File: src/sss_pkg.sv
// ----------------------------------------------------------------------------
// sss_pkg
// Shared types and constants of the secret share splitter.
// ----------------------------------------------------------------------------
package sss_pkg;

    localparam int VAL_W          = 31;
    localparam int RND_W          = 16;
    localparam int IDX_W          = 3;
    localparam int CNT_W          = 4;
    localparam int NCOEF          = 4;
    localparam int MAX_SHARES_DEF = 8;
    localparam int MIN_SHARES     = 3;

    localparam logic [VAL_W-1:0] MODULUS_RST = 31'h7FFF_FFFF;
    localparam logic [CNT_W-1:0] SHARES_RST  = 4'd3;

    // register indexes of the configuration port
    localparam logic CFG_MODULUS = 1'b0;
    localparam logic CFG_SHARES  = 1'b1;

    typedef struct packed {
        logic [VAL_W-1:0] secret;
        logic [RND_W-1:0] random_a;
        logic [RND_W-1:0] random_b;
        logic [RND_W-1:0] random_c;
    } t_item;

    typedef struct packed {
        logic [IDX_W-1:0] share_index;
        logic [VAL_W-1:0] share_value;
        logic             last_share;
    } t_share;

    // reduced coefficients, entry 0 is the secret
    typedef struct packed {
        logic [NCOEF-1:0][VAL_W-1:0] c;
    } t_coefs;

    typedef enum logic [1:0] {
        ST_IDLE,
        ST_MUL,
        ST_RED
    } t_eval_state;

endpackage

File: src/sss_front.sv
// ----------------------------------------------------------------------------
// sss_front
// Takes a word, reduces secret and random words modulo the modulus one bit
// per cycle, and hands the coefficients to the queue.
// ----------------------------------------------------------------------------
module sss_front
    import sss_pkg::*;
(
    input  logic             i_clk,
    input  logic             i_rst_n,
    input  logic             i_load,
    input  t_item            i_item,
    input  logic [VAL_W-1:0] i_mod,
    input  logic             i_full,
    output logic             o_busy,
    output logic             o_push,
    output t_coefs           o_coefs
);

    localparam int SC_W = $clog2(VAL_W + 1);

    logic                        r_active;
    logic [SC_W-1:0]             r_cnt;
    logic [NCOEF-1:0][VAL_W-1:0] r_val;
    logic [NCOEF-1:0][VAL_W-1:0] r_rem;
    logic [NCOEF-1:0][VAL_W-1:0] n_rem;
    logic                        w_done;

    assign w_done  = r_active && (r_cnt == '0);
    assign o_push  = w_done && !i_full;
    assign o_busy  = r_active;
    assign o_coefs = '{c: r_rem};

    // one restoring step per coefficient
    always_comb begin
        logic [VAL_W:0] sh;
        for (int i = 0; i < NCOEF; i++) begin
            sh = {r_rem[i], r_val[i][VAL_W-1]};
            if (sh >= {1'b0, i_mod}) begin
                sh = sh - {1'b0, i_mod};
            end
            n_rem[i] = sh[VAL_W-1:0];
        end
    end

    // control: run the bit count, hold when the queue is full
    always_ff @(posedge i_clk) begin
        if (!i_rst_n) begin
            r_active <= 1'b0;
        end else if (i_load) begin
            r_active <= 1'b1;
        end else if (o_push) begin
            r_active <= 1'b0;
        end
    end

    // datapath: load words, advance the remainders
    always_ff @(posedge i_clk) begin
        if (i_load) begin
            r_cnt    <= SC_W'(VAL_W);
            r_val[0] <= i_item.secret;
            r_val[1] <= VAL_W'(i_item.random_a);
            r_val[2] <= VAL_W'(i_item.random_b);
            r_val[3] <= VAL_W'(i_item.random_c);
            r_rem    <= '0;
        end else if (r_active && (r_cnt != '0)) begin
            r_cnt <= r_cnt - 1'b1;
            r_rem <= n_rem;
            for (int i = 0; i < NCOEF; i++) begin
                r_val[i] <= {r_val[i][VAL_W-2:0], 1'b0};
            end
        end
    end

endmodule

File: src/sss_fifo.sv
// ----------------------------------------------------------------------------
// sss_fifo
// Two-entry queue of reduced coefficient sets between front and back.
// ----------------------------------------------------------------------------
module sss_fifo
    import sss_pkg::*;
(
    input  logic   i_clk,
    input  logic   i_rst_n,
    input  logic   i_push,
    input  t_coefs i_data,
    input  logic   i_pop,
    output logic   o_full,
    output logic   o_empty,
    output t_coefs o_data
);

    t_coefs     r_mem [2];
    logic       r_wp;
    logic       r_rp;
    logic [1:0] r_cnt;

    assign o_full  = (r_cnt == 2'd2);
    assign o_empty = (r_cnt == 2'd0);
    assign o_data  = r_mem[r_rp];

    // pointers and fill count
    always_ff @(posedge i_clk) begin
        if (!i_rst_n) begin
            r_wp  <= 1'b0;
            r_rp  <= 1'b0;
            r_cnt <= 2'd0;
        end else begin
            if (i_push) begin
                r_wp <= ~r_wp;
            end
            if (i_pop) begin
                r_rp <= ~r_rp;
            end
            if (i_push && !i_pop) begin
                r_cnt <= r_cnt + 2'd1;
            end else if (i_pop && !i_push) begin
                r_cnt <= r_cnt - 2'd1;
            end
        end
    end

    // store the word
    always_ff @(posedge i_clk) begin
        if (i_push) begin
            r_mem[r_wp] <= i_data;
        end
    end

endmodule

File: src/sss_back.sv
// ----------------------------------------------------------------------------
// sss_back
// Evaluates the polynomial by Horner steps at each point, one multiply then
// a shift-subtract reduction per step, and emits one share per point.
// ----------------------------------------------------------------------------
module sss_back
    import sss_pkg::*;
#(
    parameter int MAX_SHARES = MAX_SHARES_DEF
) (
    input  logic             i_clk,
    input  logic             i_rst_n,
    input  logic             i_empty,
    input  t_coefs           i_coefs,
    input  logic [VAL_W-1:0] i_mod,
    input  logic [CNT_W-1:0] i_count,
    output logic             o_pop,
    output logic             o_valid,
    output t_share           o_share
);

    localparam int K_W  = $clog2(MAX_SHARES + 2);
    localparam int T_W  = VAL_W + K_W;
    localparam int S_W  = $clog2(MAX_SHARES);
    localparam int KC_W = (K_W > 1) ? $clog2(K_W) : 1;
    localparam int N_W  = S_W + 1;

    t_eval_state      r_state, n_state;
    t_coefs           r_coefs;
    logic [S_W-1:0]   r_s;
    logic [1:0]       r_j;
    logic [KC_W-1:0]  r_k;
    logic [T_W-1:0]   r_t, n_t;
    logic             r_valid;
    t_share           r_share;

    logic [N_W-1:0]   w_n;
    logic [1:0]       w_d;
    logic [N_W-1:0]   w_dfull;
    logic [K_W-1:0]   w_x;
    logic [T_W-1:0]   w_msh;
    logic             w_last;

    // clamp the share count and derive the degree
    always_comb begin
        if (int'(i_count) < MIN_SHARES) begin
            w_n = N_W'(MIN_SHARES);
        end else if (int'(i_count) > MAX_SHARES) begin
            w_n = N_W'(MAX_SHARES);
        end else begin
            w_n = N_W'(i_count);
        end
        w_dfull = (w_n - 1'b1) >> 1;
        w_d     = (w_dfull > N_W'(3)) ? 2'd3 : w_dfull[1:0];
    end

    assign w_x    = K_W'(r_s) + K_W'(2);
    assign w_msh  = T_W'(i_mod) << r_k;
    assign w_last = (N_W'(r_s) == w_n - 1'b1);

    // next state and datapath step
    always_comb begin
        n_state = r_state;
        n_t     = r_t;
        o_pop   = 1'b0;
        unique case (r_state)
            ST_IDLE: begin
                if (!i_empty) begin
                    o_pop   = 1'b1;
                    n_state = ST_MUL;
                end
            end
            ST_MUL: begin
                n_t     = T_W'(r_t[VAL_W-1:0]) * T_W'(w_x) + T_W'(r_coefs.c[r_j]);
                n_state = ST_RED;
            end
            ST_RED: begin
                if (r_t >= w_msh) begin
                    n_t = r_t - w_msh;
                end
                if (r_k == '0) begin
                    if (r_j == 2'd0 && w_last) begin
                        n_state = ST_IDLE;
                    end else begin
                        n_state = ST_MUL;
                    end
                end
            end
            default: n_state = ST_IDLE;
        endcase
    end

    // state register and strobe
    always_ff @(posedge i_clk) begin
        if (!i_rst_n) begin
            r_state <= ST_IDLE;
            r_valid <= 1'b0;
        end else begin
            r_state <= n_state;
            r_valid <= (r_state == ST_RED) && (r_k == '0) && (r_j == 2'd0);
        end
    end

    // counters, accumulator and result word
    always_ff @(posedge i_clk) begin
        case (r_state)
            ST_IDLE: begin
                r_coefs <= i_coefs;
                r_s     <= '0;
                r_j     <= w_d;
                r_t     <= '0;
            end
            ST_MUL: begin
                r_t <= n_t;
                r_k <= KC_W'(K_W - 1);
            end
            ST_RED: begin
                r_t <= ((r_k == '0) && (r_j == 2'd0)) ? '0 : n_t;
                r_k <= r_k - 1'b1;
                if (r_k == '0) begin
                    if (r_j == 2'd0) begin
                        r_share.share_index <= IDX_W'(r_s);
                        r_share.share_value <= n_t[VAL_W-1:0];
                        r_share.last_share  <= w_last;
                        r_s <= r_s + 1'b1;
                        r_j <= w_d;
                    end else begin
                        r_j <= r_j - 1'b1;
                    end
                end
            end
            default: r_t <= r_t;
        endcase
    end

    assign o_valid = r_valid;
    assign o_share = r_share;

endmodule

File: src/secret_share_split.sv
// ----------------------------------------------------------------------------
// secret_share_split
// Shamir secret splitting over a prime field: one secret in, share_count
// shares out, last share marked.
// ----------------------------------------------------------------------------
// Raise start with a word on i_item while busy is low. The front reduces the
// four coefficients bit-serially, pushes them into a two-entry queue once the
// queue has room and takes the next word after that push; busy is high from
// the word until that push, so also while the queue is full. The back
// evaluates each share by d + 1 Horner steps, d = (share_count - 1) / 2,
// each of one multiply plus K shift-subtract reduction steps, K =
// clog2(MAX_SHARES + 2) (4 at the default). The front takes new words while
// the back still works on earlier ones, with the queue between them. Each
// share appears on o_share for exactly one cycle with o_valid high and must
// be taken then. Write configuration only while the block is idle.
// ----------------------------------------------------------------------------
module secret_share_split
    import sss_pkg::*;
#(
    parameter int MAX_SHARES = MAX_SHARES_DEF
) (
    input  logic             i_clk,
    input  logic             i_rst_n,
    input  logic             start,
    output logic             busy,
    input  t_item            i_item,
    output logic             o_valid,
    output t_share           o_share,
    input  logic             i_cfg_valid,
    output logic             o_cfg_ready,
    input  logic             i_cfg_index,
    input  logic [VAL_W-1:0] i_cfg_data
);

    logic [VAL_W-1:0] r_modulus;
    logic [CNT_W-1:0] r_count;
    logic [VAL_W-1:0] w_mod;
    logic             w_load;
    logic             w_fbusy;
    logic             w_push;
    logic             w_pop;
    logic             w_full;
    logic             w_empty;
    t_coefs           w_qin;
    t_coefs           w_qout;

    assign o_cfg_ready = 1'b1;
    assign busy        = w_fbusy;
    assign w_load      = start && !w_fbusy;
    assign w_mod       = (r_modulus < VAL_W'(2)) ? VAL_W'(1) : r_modulus;

    // configuration registers
    always_ff @(posedge i_clk) begin
        if (!i_rst_n) begin
            r_modulus <= MODULUS_RST;
            r_count   <= SHARES_RST;
        end else if (i_cfg_valid) begin
            unique case (i_cfg_index)
                CFG_MODULUS: r_modulus <= i_cfg_data;
                CFG_SHARES:  r_count   <= i_cfg_data[CNT_W-1:0];
                default:     r_count   <= r_count;
            endcase
        end
    end

    sss_front u_front (
        .i_clk   (i_clk),
        .i_rst_n (i_rst_n),
        .i_load  (w_load),
        .i_item  (i_item),
        .i_mod   (w_mod),
        .i_full  (w_full),
        .o_busy  (w_fbusy),
        .o_push  (w_push),
        .o_coefs (w_qin)
    );

    sss_fifo u_fifo (
        .i_clk   (i_clk),
        .i_rst_n (i_rst_n),
        .i_push  (w_push),
        .i_data  (w_qin),
        .i_pop   (w_pop),
        .o_full  (w_full),
        .o_empty (w_empty),
        .o_data  (w_qout)
    );

    sss_back #(
        .MAX_SHARES (MAX_SHARES)
    ) u_back (
        .i_clk   (i_clk),
        .i_rst_n (i_rst_n),
        .i_empty (w_empty),
        .i_coefs (w_qout),
        .i_mod   (w_mod),
        .i_count (r_count),
        .o_pop   (w_pop),
        .o_valid (o_valid),
        .o_share (o_share)
    );

endmodule

File: config.mk
export PLATFORM = sky130hd
export DESIGN_NAME = secret_share_split
export DESIGN_NICKNAME = d
export VERILOG_FILES = /design/src/sss_pkg.sv /design/src/sss_front.sv /design/src/sss_fifo.sv /design/src/sss_back.sv /design/src/secret_share_split.sv
export SDC_FILE = /design/constraint.sdc
export NUM_CORES = 2
export LEC_CHECK = 0
export BUFFER_PORTS_ARGS = -buffer_cell sky130_fd_sc_hd__buf_2
export CAP_MARGIN = 20
export CORE_AREA = 2 2 371 464
export DETAILED_ROUTE_END_ITERATION = 12
export DIE_AREA = 0 0 373 466
export GPL_ROUTABILITY_DRIVEN = 0
export PLACE_DENSITY = 0.46
export SYNTH_ARGS = -nofsm -noshare
export SYNTH_HDL_FRONTEND = slang
export SYNTH_SLANG_ARGS = --single-unit
File: constraint.sdc
create_clock -name i_clk -period 25.6 [get_ports i_clk]
set_clock_uncertainty 0.1 [all_clocks]
set_input_delay 5.12 -clock i_clk [delete_from_list [all_inputs] [get_ports i_clk]]
set_output_delay 5.12 -clock i_clk [all_outputs]
set_load 0.05 [all_outputs]
==> metrics.yaml <==
status:
  status: "finished clean"
placement:
  hpwl_um: 81800
  port_buffers: 151
  place_area_um2: 45400
  pre_cts_ws_ns: 18.41
timing:
  fmax_ghz: 0.145
  finalSetupTns_ns: 0
  timing.final.crit_share_pct: 26.9
  worst_pin_slew_ns: 1.12
  slew_viol_final: 0
  setup_viol_count_final: 0
  layout_min_cycle_time_ns: 6.89
  slew_headroom_pct: 25.1
  finalHoldViolCount: 0
  rsz0062_at_grt: "no"
  worst_slack_ns: 18.71
  whs_ns: 0.331
yosys:
  synth.ff_latch_count: 745
  ys_types: 79
  syn_area_um2: 42100
  synth_top_area_share_pct: 37.6
  syn_area_per_cell_um2: 10.9
  synth_common_cells: "528 x edfxtp_1, 342 x nand2_1, 250 x inv_1"
  syn_nets: 4281
  synth.largest_area_cell: "edfxtp_1"
  synth-main-ff-cell: "edfxtp_1"
  ys_async_sr_fraction_pct: 0
  synth_edf_count: 528
  yosys_warnings: 0
  seq_area_frac_synth_pct: 48.0
  netlist_instances: 3861
  synth.area.top_cells: "edfxtp_1 38%, dfxtp_1 10%, ha_1 6.3%"
  synth.most_common_cell: "edfxtp_1"
worst_setup_path:
  cp-startpoint: "u_front.o_busy$_SDFFE_PN0P_"
  reg2reg_depth: 19
  crit_family: "flip-flops"
  required_ns: 20.38
  crit_chain: "buf_2"
  crit_path_start_kind: "register"
  arrival_ns: 1.67
  cp_slowest_cell: "dfxtp_1"
  r2r-start: "u_back.r_s[2]$_SDFFCE_PN0P_"
  end_kind: "output port"
  rrSetupSlack_ns: 19.01
  worst_r2r_endpoint: "u_back.r_t[34]$_DFFE_PP_"
  path_buf_inv: 1
  cpPeakStageDelay_ns: 0.63
  crit_fanout: 8
  crit_type: "reg -> out"
floorplan:
  ios: 153
  initial_core_util_pct: 24.9
  coreArea_um2: 169000
  die_h_um: 466
  rows: 169
  die_w_um: 373
  fp.dieArea_um2: 174000
power_and_ir_drop:
  p_switching_mw: 1.50
  power_density_nw_per_um2: 89.3
  combPwrFrac_pct: 32.3
  peakVddDrop_uv: 49.3
  pwr-share-seq_pct: 37.4
  pwr-share-clk_pct: 30.3
  p_int_mw: 2.83
  swShare_pct: 34.6
  leakage_nw: 19.4
cts:
  clk_latency_ns: 0.71
  post_cts_buffers: 0
  h-tree-depth: 3
  cts_root_buffer: "clkbuf_16"
  cts-resized-gates: 0
  cts_made_buffers: 87
  clkTransAtPathRegs_ns: 0.06
  cts_buffer_depth: 3
  ctsHoldBuffers: 0
  cts_sinks: 745
  cts_tree: "done"
drt:
  via_per_inst: 4.72
  via_count: 29500
  ant_nets: 0
  wl_per_cell_um: 18.5
  drc: 0
  dr.pass1.iters: 5
  routed_wl_um: 116000
  drtIter0Drc: 1553
hold_path:
  holdPathStages: 2
  hold_class: "reg -> reg"
  holdCritStartpoint: "u_front.r_val[46]$_DFFE_PP_"
  min_to: "u_front.r_val[47]$_SDFFE_PP0P_"
run:
  drv_cap: 0
finish:
  fin_nets: 4378
  final_core_util_pct: 28.6
  drive_above_1_share_pct: 13.6
  areaGrowthSynthToFinish_pct: 14.9
  fin_area_um2: 48400
global_route:
  grt_pass1_vias: 30200
  grt_max_degree: 228
  grt_pass1_wl_um: 179000
  grt_overflow: 0
  antenna_found_initial: 8
  gr-usage-all-layers_pct: 13.2
## how the worst max path moves through the flow
stage                               endpoint  slack (ns)  depth (start not counted)
2_1_floorplan       u_fifo.r_wp$_SDFFE_PN0P_       11.82                          3
3_3_place_gp   u_front.r_cnt[2]$_SDFFE_PP1P_       18.48                          4
3_5_place_dp   u_front.r_cnt[2]$_SDFFE_PP1P_       18.41                          4
4_1_cts                                 busy       18.63                          1
5_1_grt                                 busy       18.63                          1
6_report                                busy       18.71                          1
## cell usage in the layout, fill, tap and decap left out, types with 13 or more instances in the layout
cell / instances
a211oi_1: 27
a21o_1: 103
a21oi_1: 222
a22o_1: 76
a31oi_1: 46
and2_1: 89
and3_1: 17
buf_2: 151
buf_4: 40
clkbuf_1: 25
clkbuf_16: 91
dfxtp_1: 216
edfxtp_1: 528
fa_1: 93
ha_1: 210
inv_1: 249
mux2_2: 129
mux2i_1: 54
mux4_2: 56
nand2_1: 342
nand2b_1: 39
nand3_1: 173
nand4_1: 27
nor2_1: 184
nor2b_1: 64
nor3_1: 32
nor4_1: 13
o211ai_1: 55
o21a_1: 25
o21ai_0: 221
o21bai_1: 26
o31ai_1: 14
or3_1: 17
xnor2_1: 107
xor2_1: 54
## through the flow
stage               power, mW  instances
floorplan                2.60       3861
global placement         3.04       6092
detailed placement       3.04       6092
CTS                      4.38       6255
global route             4.59       6257
finish                   4.32       6259
## worst reg2reg max path, delay by kind of cell (launching register included)
kind            cells  cell delay, ns
xor+xnor            1            0.17
compound gates      8            2.73
simple gates        2            0.27
buf+inv             3            0.45
flops               1            0.48
fa+ha+maj           5            2.22
## area by class of cell
type                       count  area, um2
fill                       17600     121000
multi-input combinational   2680      20300
sequential                   745      20200
tap                         2223       2780
clock buffer                 122       2450
timing repair buffer         193       1100
inverter                     251        943
clock inverter                41        581
antenna                        4       10.0
## layer usage
| layer | global-route usage, % | vias to the layer above | routed length [um] | part of all wire, % |
|---|---|---|---|---|
| met5 | 0 | - | 71 | 0.061 |
| met4 | 4.15 | 10 | 3010 | 2.6 |
| met3 | 2.12 | 179 | 4250 | 3.7 |
| met2 | 22.0 | 518 | 54400 | 47 |
| li1 | - | 14300 | - | - |
| met1 | 17.4 | 14500 | 53800 | 47 |
## power groups by stage
stage / sequential, mW / clock, mW / combinational [mW]
after global routing: 1.63 / 1.39 / 1.56
after global placement: 1.64 / 0 / 1.40
after floorplan: 1.59 / 0 / 1.01
final: 1.62 / 1.31 / 1.40
after detailed placement: 1.64 / 0 / 1.40
after CTS: 1.62 / 1.35 / 1.41
## kinds of logic (layout without fill, tap and decap cells)
family / Yosys count / count (layout) / synth area share [%]
compound gates: 944 / 944 / 14.6
xor+xnor: 161 / 161 / 3.35
fa+ha+maj: 305 / 305 / 10.7
buf+inv: 436 / 607 / 4.05
flops: 745 / 745 / 48.0
mux: 239 / 239 / 7.73
other cells: 1 / 5 / 0.00890
simple gates: 1030 / 1030 / 11.6
## registers in the layout, summed over array words and instances, names as in the netlist
register,cells
u_fifo.r_cnt,2
u_fifo.r_rp,1
u_front.o_coefs,124
u_fifo.r_mem,248
u_back.r_state,2
u_back.o_valid,1
u_back.o_share,35
u_back.r_t,35
r_modulus,31
u_back.r_k,2
u_front.r_val,124
u_back.r_s,3
u_back.r_coefs,124
u_fifo.r_wp,1
u_back.r_j,2
u_front.r_cnt,5
r_count,4
u_front.o_busy,1
Power figures use the tool's default switching activity.
